## src/rtl/rmpa_pkg.sv

```systemverilog
package rmpa_pkg;

  // fixed widths of the result fields
  localparam int TaskIdW = 5;
  localparam int PrioW   = 6;

  // control from the sequencer to the shared compare unit
  typedef struct packed {
    logic load_key;
    logic clear;
    logic step;
  } rank_ctrl_t;

endpackage

```

## src/rtl/rmpa_store.sv

```systemverilog
module rmpa_store #(
  parameter int Depth = 16,
  parameter int Width = 16
) (
  input  logic                     clk_i,
  input  logic                     wr_en_i,
  input  logic [$clog2(Depth)-1:0] wr_addr_i,
  input  logic [Width-1:0]         wr_data_i,
  input  logic [$clog2(Depth)-1:0] rd_addr_i,
  output logic [Width-1:0]         rd_data_o
);

  logic [Width-1:0] mem_q [Depth];
  logic [Width-1:0] rd_data_q;

  always_ff @(posedge clk_i) begin
    if (wr_en_i) begin
      mem_q[wr_addr_i] <= wr_data_i;
    end
  end

  always_ff @(posedge clk_i) begin
    rd_data_q <= mem_q[rd_addr_i];
  end

  assign rd_data_o = rd_data_q;

endmodule

```

## src/rtl/rmpa_rank.sv

```systemverilog
module rmpa_rank #(
  parameter int PeriodW = 16,
  parameter int IdxW    = 4
) (
  input  logic                 clk_i,
  input  logic                 rst_ni,
  input  rmpa_pkg::rank_ctrl_t ctrl_i,
  input  logic [PeriodW-1:0]   rd_data_i,
  input  logic [IdxW-1:0]      j_i,
  input  logic [IdxW-1:0]      idx_i,
  output logic [IdxW-1:0]      rank_o
);

  logic [PeriodW-1:0] key_q;
  logic [IdxW-1:0]    rank_q;
  logic               hit;

  // shorter period, or equal period that arrived earlier
  assign hit = (rd_data_i < key_q) || ((rd_data_i == key_q) && (j_i < idx_i));

  always_ff @(posedge clk_i) begin
    if (ctrl_i.load_key) begin
      key_q <= rd_data_i;
    end
  end

  always_ff @(posedge clk_i or negedge rst_ni) begin
    if (!rst_ni) begin
      rank_q <= '0;
    end else if (ctrl_i.clear) begin
      rank_q <= '0;
    end else if (ctrl_i.step && hit) begin
      rank_q <= rank_q + IdxW'(1);
    end
  end

  assign rank_o = rank_q;

endmodule

```

## src/rtl/rate_monotonic_priority_assign.sv

```systemverilog
// channel   direction  handshake           payload
// task      in         start_i / busy_o    period_i, last_task_i
// result    out        valid_o (strobe)    task_id_o, priority_res_o, last_result_o, overflow_o
//
// a task loads whenever start_i is high and busy_o low; busy_o stays low between tasks of a set
// after the last task each result is made in these steps: key read,
// key capture, one period compare per stored task on the single compare unit
// and read port of the period store, then the result
// busy_o stays high from the last task of a set through its final result
// reset clears the task count, the drop flag and the sequencer; the store needs none
// results cannot be held off: each is shown for exactly one cycle
module rate_monotonic_priority_assign #(
  parameter int MAX_TASKS   = 16,
  parameter int PERIOD_BITS = 16
) (
  input  logic                         clk_i,
  input  logic                         rst_ni,
  input  logic                         start_i,
  output logic                         busy_o,
  input  logic [PERIOD_BITS-1:0]       period_i,
  input  logic                         last_task_i,
  output logic                         valid_o,
  output logic [rmpa_pkg::TaskIdW-1:0] task_id_o,
  output logic [rmpa_pkg::PrioW-1:0]   priority_res_o,
  output logic                         last_result_o,
  output logic                         overflow_o
);

  localparam int IdxW = $clog2(MAX_TASKS);
  localparam int CntW = $clog2(MAX_TASKS + 1);

  typedef enum logic [4:0] {
    S_LOAD  = 5'b00001,
    S_KEY   = 5'b00010,
    S_CAPT  = 5'b00100,
    S_SWEEP = 5'b01000,
    S_EMIT  = 5'b10000
  } state_e;

  state_e               state_q, state_d;
  logic [CntW-1:0]      count_q, count_d;
  logic                 drop_q, drop_d;
  logic [IdxW-1:0]      idx_q, idx_d;
  logic [IdxW-1:0]      j_q, j_d;
  logic [IdxW-1:0]      last_j;
  logic                 accept;
  logic                 wr_en;
  logic [IdxW-1:0]      rd_addr;
  logic [PERIOD_BITS-1:0] rd_data;
  logic [IdxW-1:0]      rank;
  rmpa_pkg::rank_ctrl_t ctrl;

  assign busy_o = (state_q != S_LOAD);
  assign accept = start_i && !busy_o;
  assign last_j = IdxW'(count_q - CntW'(1));

  always_comb begin
    state_d = state_q;
    count_d = count_q;
    drop_d  = drop_q;
    idx_d   = idx_q;
    j_d     = j_q;
    wr_en   = 1'b0;
    rd_addr = '0;
    ctrl    = '0;
    unique case (state_q)
      S_LOAD: begin
        if (accept) begin
          if (count_q < CntW'(MAX_TASKS)) begin
            wr_en   = 1'b1;
            count_d = count_q + CntW'(1);
          end else begin
            drop_d = 1'b1;
          end
          if (last_task_i) begin
            idx_d   = IdxW'(count_d - CntW'(1));
            state_d = S_KEY;
          end
        end
      end
      S_KEY: begin
        rd_addr = idx_q;
        state_d = S_CAPT;
      end
      S_CAPT: begin
        ctrl.load_key = 1'b1;
        ctrl.clear    = 1'b1;
        rd_addr       = '0;
        j_d           = '0;
        state_d       = S_SWEEP;
      end
      S_SWEEP: begin
        ctrl.step = 1'b1;
        if (j_q == last_j) begin
          state_d = S_EMIT;
        end else begin
          rd_addr = j_q + IdxW'(1);
          j_d     = j_q + IdxW'(1);
        end
      end
      S_EMIT: begin
        if (idx_q == '0) begin
          count_d = '0;
          drop_d  = 1'b0;
          state_d = S_LOAD;
        end else begin
          idx_d   = idx_q - IdxW'(1);
          state_d = S_KEY;
        end
      end
      default: state_d = S_LOAD;
    endcase
  end

  always_ff @(posedge clk_i or negedge rst_ni) begin
    if (!rst_ni) begin
      state_q <= S_LOAD;
      count_q <= '0;
      drop_q  <= 1'b0;
      idx_q   <= '0;
      j_q     <= '0;
    end else begin
      state_q <= state_d;
      count_q <= count_d;
      drop_q  <= drop_d;
      idx_q   <= idx_d;
      j_q     <= j_d;
    end
  end

  rmpa_store #(
    .Depth(MAX_TASKS),
    .Width(PERIOD_BITS)
  ) u_store (
    .clk_i    (clk_i),
    .wr_en_i  (wr_en),
    .wr_addr_i(count_q[IdxW-1:0]),
    .wr_data_i(period_i),
    .rd_addr_i(rd_addr),
    .rd_data_o(rd_data)
  );

  rmpa_rank #(
    .PeriodW(PERIOD_BITS),
    .IdxW   (IdxW)
  ) u_rank (
    .clk_i    (clk_i),
    .rst_ni   (rst_ni),
    .ctrl_i   (ctrl),
    .rd_data_i(rd_data),
    .j_i      (j_q),
    .idx_i    (idx_q),
    .rank_o   (rank)
  );

  // result fields, widened then cut to the field widths
  logic [CntW-1:0]                       id_num;
  logic [CntW+rmpa_pkg::TaskIdW-1:0]     id_ext;
  logic [CntW-1:0]                       rank1;
  logic [CntW+1:0]                       prio_num;
  logic [CntW+rmpa_pkg::PrioW+1:0]       prio_ext;

  assign id_num   = CntW'(idx_q) + CntW'(1);
  assign id_ext   = {{rmpa_pkg::TaskIdW{1'b0}}, id_num};
  assign rank1    = CntW'(rank) + CntW'(1);
  assign prio_num = {2'b00, rank1} + {1'b0, rank1, 1'b0};
  assign prio_ext = {{rmpa_pkg::PrioW{1'b0}}, prio_num};

  assign valid_o        = (state_q == S_EMIT);
  assign task_id_o      = id_ext[rmpa_pkg::TaskIdW-1:0];
  assign priority_res_o = prio_ext[rmpa_pkg::PrioW-1:0];
  assign last_result_o  = (idx_q == '0);
  assign overflow_o     = drop_q;

  a_state_onehot: assert property (@(posedge clk_i) disable iff (!rst_ni)
    $onehot(state_q))
    else $error("sequencer state not one-hot");

  a_last_task_busy: assert property (@(posedge clk_i) disable iff (!rst_ni)
    accept && last_task_i |=> busy_o)
    else $error("not busy after last task");

  a_result_spacing: assert property (@(posedge clk_i) disable iff (!rst_ni)
    valid_o |=> !valid_o)
    else $error("results in consecutive cycles");

  a_final_result_frees: assert property (@(posedge clk_i) disable iff (!rst_ni)
    valid_o && last_result_o |=> !busy_o && (count_q == '0) && !drop_q)
    else $error("block not cleared after final result");

  a_count_bound: assert property (@(posedge clk_i) disable iff (!rst_ni)
    count_q <= CntW'(MAX_TASKS))
    else $error("task count beyond capacity");

endmodule

```

## config.mk

```make
export PLATFORM = sky130hd
export DESIGN_NAME = rate_monotonic_priority_assign
export DESIGN_NICKNAME = d
export VERILOG_FILES = /design/src/rtl/rmpa_pkg.sv /design/src/rtl/rmpa_store.sv /design/src/rtl/rmpa_rank.sv /design/src/rtl/rate_monotonic_priority_assign.sv
export SDC_FILE = /design/constraint.sdc
export NUM_CORES = 1
export LEC_CHECK = 0
export CELL_PAD_IN_SITES_DETAIL_PLACEMENT = 1
export CELL_PAD_IN_SITES_GLOBAL_PLACEMENT = 1
export CORE_MARGIN = 3
export CORE_UTILIZATION = 35
export CTS_CLUSTER_DIAMETER = 40
export CTS_CLUSTER_SIZE = 16
export DETAILED_ROUTE_END_ITERATION = 10
export DONT_BUFFER_PORTS = 1
export PLACE_DENSITY = 0.63
export SYNTH_ARGS = -nofsm -noshare
export SYNTH_HDL_FRONTEND = slang
export SYNTH_SLANG_ARGS = --single-unit
```

## constraint.sdc

```tcl
create_clock -name clk_i -period 3.1 [get_ports clk_i]
set_input_delay 0.155 -clock clk_i [delete_from_list [all_inputs] [get_ports clk_i]]
set_output_delay 0.155 -clock clk_i [all_outputs]
set_load 0.1 [all_outputs]
```

==> summary.txt <==
Placement
  – Routability cong.: 0.792
  – Dpl ws: 0.00527 ns
  – I/O Buffers: 0
  – Detailed Place HPWL: 22,200 microns

Synthesis
  – Compound-gate portion of the synthesized area: 11.2%
  – EDFF count, synth: 272
  – Proportion of synthesized area in mux cells: less than 1%
  – Post-synth top cells: edfxtp_1, nand2_1, a21oi_1, nand3_1, inv_1
  – Yosys top cell area share: ~62%
  – Ys Warns: 0
  – Post-synth net total: approximately 1,100
  – Most numerous cell in the Yosys netlist: edfxtp_1
  – Synthesized cell area: 0.0131 sq mm
  – Yosys top cell by area: edfxtp_1
  – Syn Inst Count: 1,024
  – Simple logic cell fraction of the synthesized area: 10.9%
  – #FFs+latches synth: 311
  – Mapped Avg Cell Area: 12.8 sq um
  – Seq/Total Area, Yosys: 69.2%
  – Synth area leaders: edfxtp_1, nand2_1, a21oi_1
  – Post-Synth XOR/XNOR Area: 1.38%
  – Asr flop ratio synth: 7.40%
  – Post-Synth Adder-Cell Area: 3.21%
  – Most used DFF post-synth: edfxtp_1
  – Largest family of logic cells by synthesized area: compound AO/OA/AOI/OAI gates
  – Cell variety after synth: 60

Cells and area
  – Layout area overhead: 22.4%
  – Nets: 1,163
  – Layout cells sized above 1: around 16%
  – Final Util: between 40% and 50%

Timing
  – Final hold vios: 0
  – Period minus WS final: 2.90 ns
  – Fin Setup TNS: 0 ns
  – PnR worst setup slack: 0.199 ns
  – Endpoints failing setup: 0
  – Max-Slew Margin vs Limit: 33.8%
  – RSZ-0062 raised after global routing: no
  – Fin Clk Skew: 0.0273 ns
  – Least-Margin Pin Slew: 0.997 ns
  – Fmax: 345 MHz
  – Fin. max-slew vios: 0
  – Final worst path period share: between 90 and 100%
  – Hold slack: 0.0657 ns

Setup path
  – Worst EP arrival: 2.75 ns
  – Critical path, cell by cell: ha_1, xnor2_2, inv_1, ha_1, a21o_1, a21oi_1, xnor2_2, buf_12
  – Slowest cell on crit path: dfrtp_1
  – Data required time of the worst path: 2.94 ns
  – Nature of the critical path startpoint: flop
  – Critical path type: flop to primary output
  – Worst Path Max Fanout: 6
  – Critical Path End Type: primary output
  – CP max stage delay: roughly 0.46 ns

Drt
  – Routed wire length: 36,400 microns
  – Wire per inst: 22.5 microns
  – DRC Markers: 0
  – Post-DRT Antenna Nets: 0
  – DR iter-0 viols: 503
  – Vias per cell: 5.30
  – Via count: 8,570
  – Drt pass-1 iters: 4

Floorplanning
  – Die Y: ~200 microns
  – Core Area: 0.0368 sq mm
  – Die ar.: between 0.03 and 0.04 sq mm
  – Rows: 70
  – Die W: ~200 microns
  – Io pins: 35
  – Initial Util: 35.6%

Clock network
  – Clk buf depth: 3
  – Clock Latency Late Sink: 0.58 ns
  – CTS tree: done
  – Post-CTS setup buffers: 0
  – CTS Sinks: 311
  – Clock root cell: clkbuf_16
  – Number of buffers created by CTS: 45
  – Worst-path clk slew: ~0.060 ns
  – CTS HTree Levels: 2

GRT
  – Antenna violations before repair: 2
  – Met2 Use GR: 31.8%
  – GRT met3 Usage: 3.79%
  – Busiest grt layer: met2
  – GRT Resource Usage Total: 18.6%
  – Met1 global-route usage: 24.2%
  – First-pass GRT wire length: 55,100 microns
  – Vias in the first global route: 9,064
  – Largest net degree at the start of global routing: 67
  – Grt ovf: 0

Hold path
  – Hold Path Class: primary input to asynchronous set/reset pin

Status
  – Status: finished clean

Job
  – Total of max-cap violations: 0

Power and ir drop
  – Max IR drop VDD: 0.573 mV
  – Static leakage: 6.10 nW
  – Power, Total: 13.2 mW
  – P per Cell Area: 825 mW/mm^2
[what timing repair did]
action / in CTS / in global routing
hold endpoints to repair: 283 / 0
hold buffers: 21 / 0
pin swaps: 0 / 1
setup endpoints to repair: 3 / 5
resized for setup: 2 / 3
[metrics by stage]
stage                     instance area, sq um  std cells
final                                    16000       1617
after global routing                     16000       1615
after CTS                                16000       1615
after detailed placement                 14200       1510
after global placement                   14200       1510
after floorplan                          13100       1024
[area by class of cell]
class                   count  area, sq um
diodes                      2         5.00
clock buffers              50         1150
clock inverters            34          427
fillers                  3785        20800
inverters                  39          146
multi-input cells         622         3710
flip-flops and latches    311         9060
well taps                 468          586
repair buffers             91          932
[kinds of logic after synthesis]
logic type                 count (synthesis)
AOI/OAI and AO/OA                        243
muxes                                     10
DFF                                      311
buffers and inverters                     91
adders and majority gates                 33
and+or+nand+nor                          317
xor gates and xnor gates                  19
[flip-flops by register name (all words and copies together), names as in the netlist]
| name | count |
|---|---|
| idx_q | 4 |
| u_rank.rank_o | 4 |
| u_rank.key_q | 16 |
| count_q | 5 |
| u_store.rd_data_o | 16 |
| u_store.mem_q | 256 |
| overflow_o | 1 |
| j_q | 4 |
| state_q | 5 |
[worst max-delay path: cells and delay by family (launching register included)]
family	cells	cell delay, ns
compound gates	2	0.39
xor+xnor	2	0.39
fa+ha+maj	2	0.64
buf+inv	2	0.31
flops	1	0.46
[metal layers]
layer  up-vias  part of all wire, %
li1       3960                    -
met4         0                  2.2
met5         -                    0
met2       169                   50
met1      4380                   44
met3        61                  4.4
[path summary, 6_finish.rpt]
check	slack [ns]	endpoint	cells past startpoint	startpoint
worst max-delay path	0.20	priority_res_o[5]	8	u_rank.rank_o[0]
worst min-delay path	0.07	j_q[1]	2	rst_ni
worst max register to register	0.21	u_store.rd_data_o[1]	10	state_q[0]
worst min register to register	0.44	u_rank.key_q[1]	0	u_store.rd_data_o[1]
max in group asynchronous	2.81	state_q[0]	2	rst_ni
min in group clk_i	0.34	state_q[0]	4	last_task_i
[report_power, final]
| group | switching (mW) | internal (mW) | total (mW) |
|---|---|---|---|
| registers | 0.308 | 4.88 | 5.19 |
| clock network | 2.03 | 3.26 | 5.30 |
| logic | 1.91 | 0.832 | 2.75 |
[placed cells by master, fill, tap and decap left out, types with 16 or more instances in the layout]
master	Yosys	routed
clkbuf_16	0	45
nor2_1	21	17
o21ai_0	26	26
a21oi_1	132	132
ha_1	32	32
dlygate4sd3_1	0	20
nand3_1	51	51
buf_4	7	53
dfrtp_1	22	22
dfxtp_1	16	16
inv_1	38	38
nand2_1	185	185
edfxtp_1	272	272
Note: power is estimated with default switching activity, not from simulation.
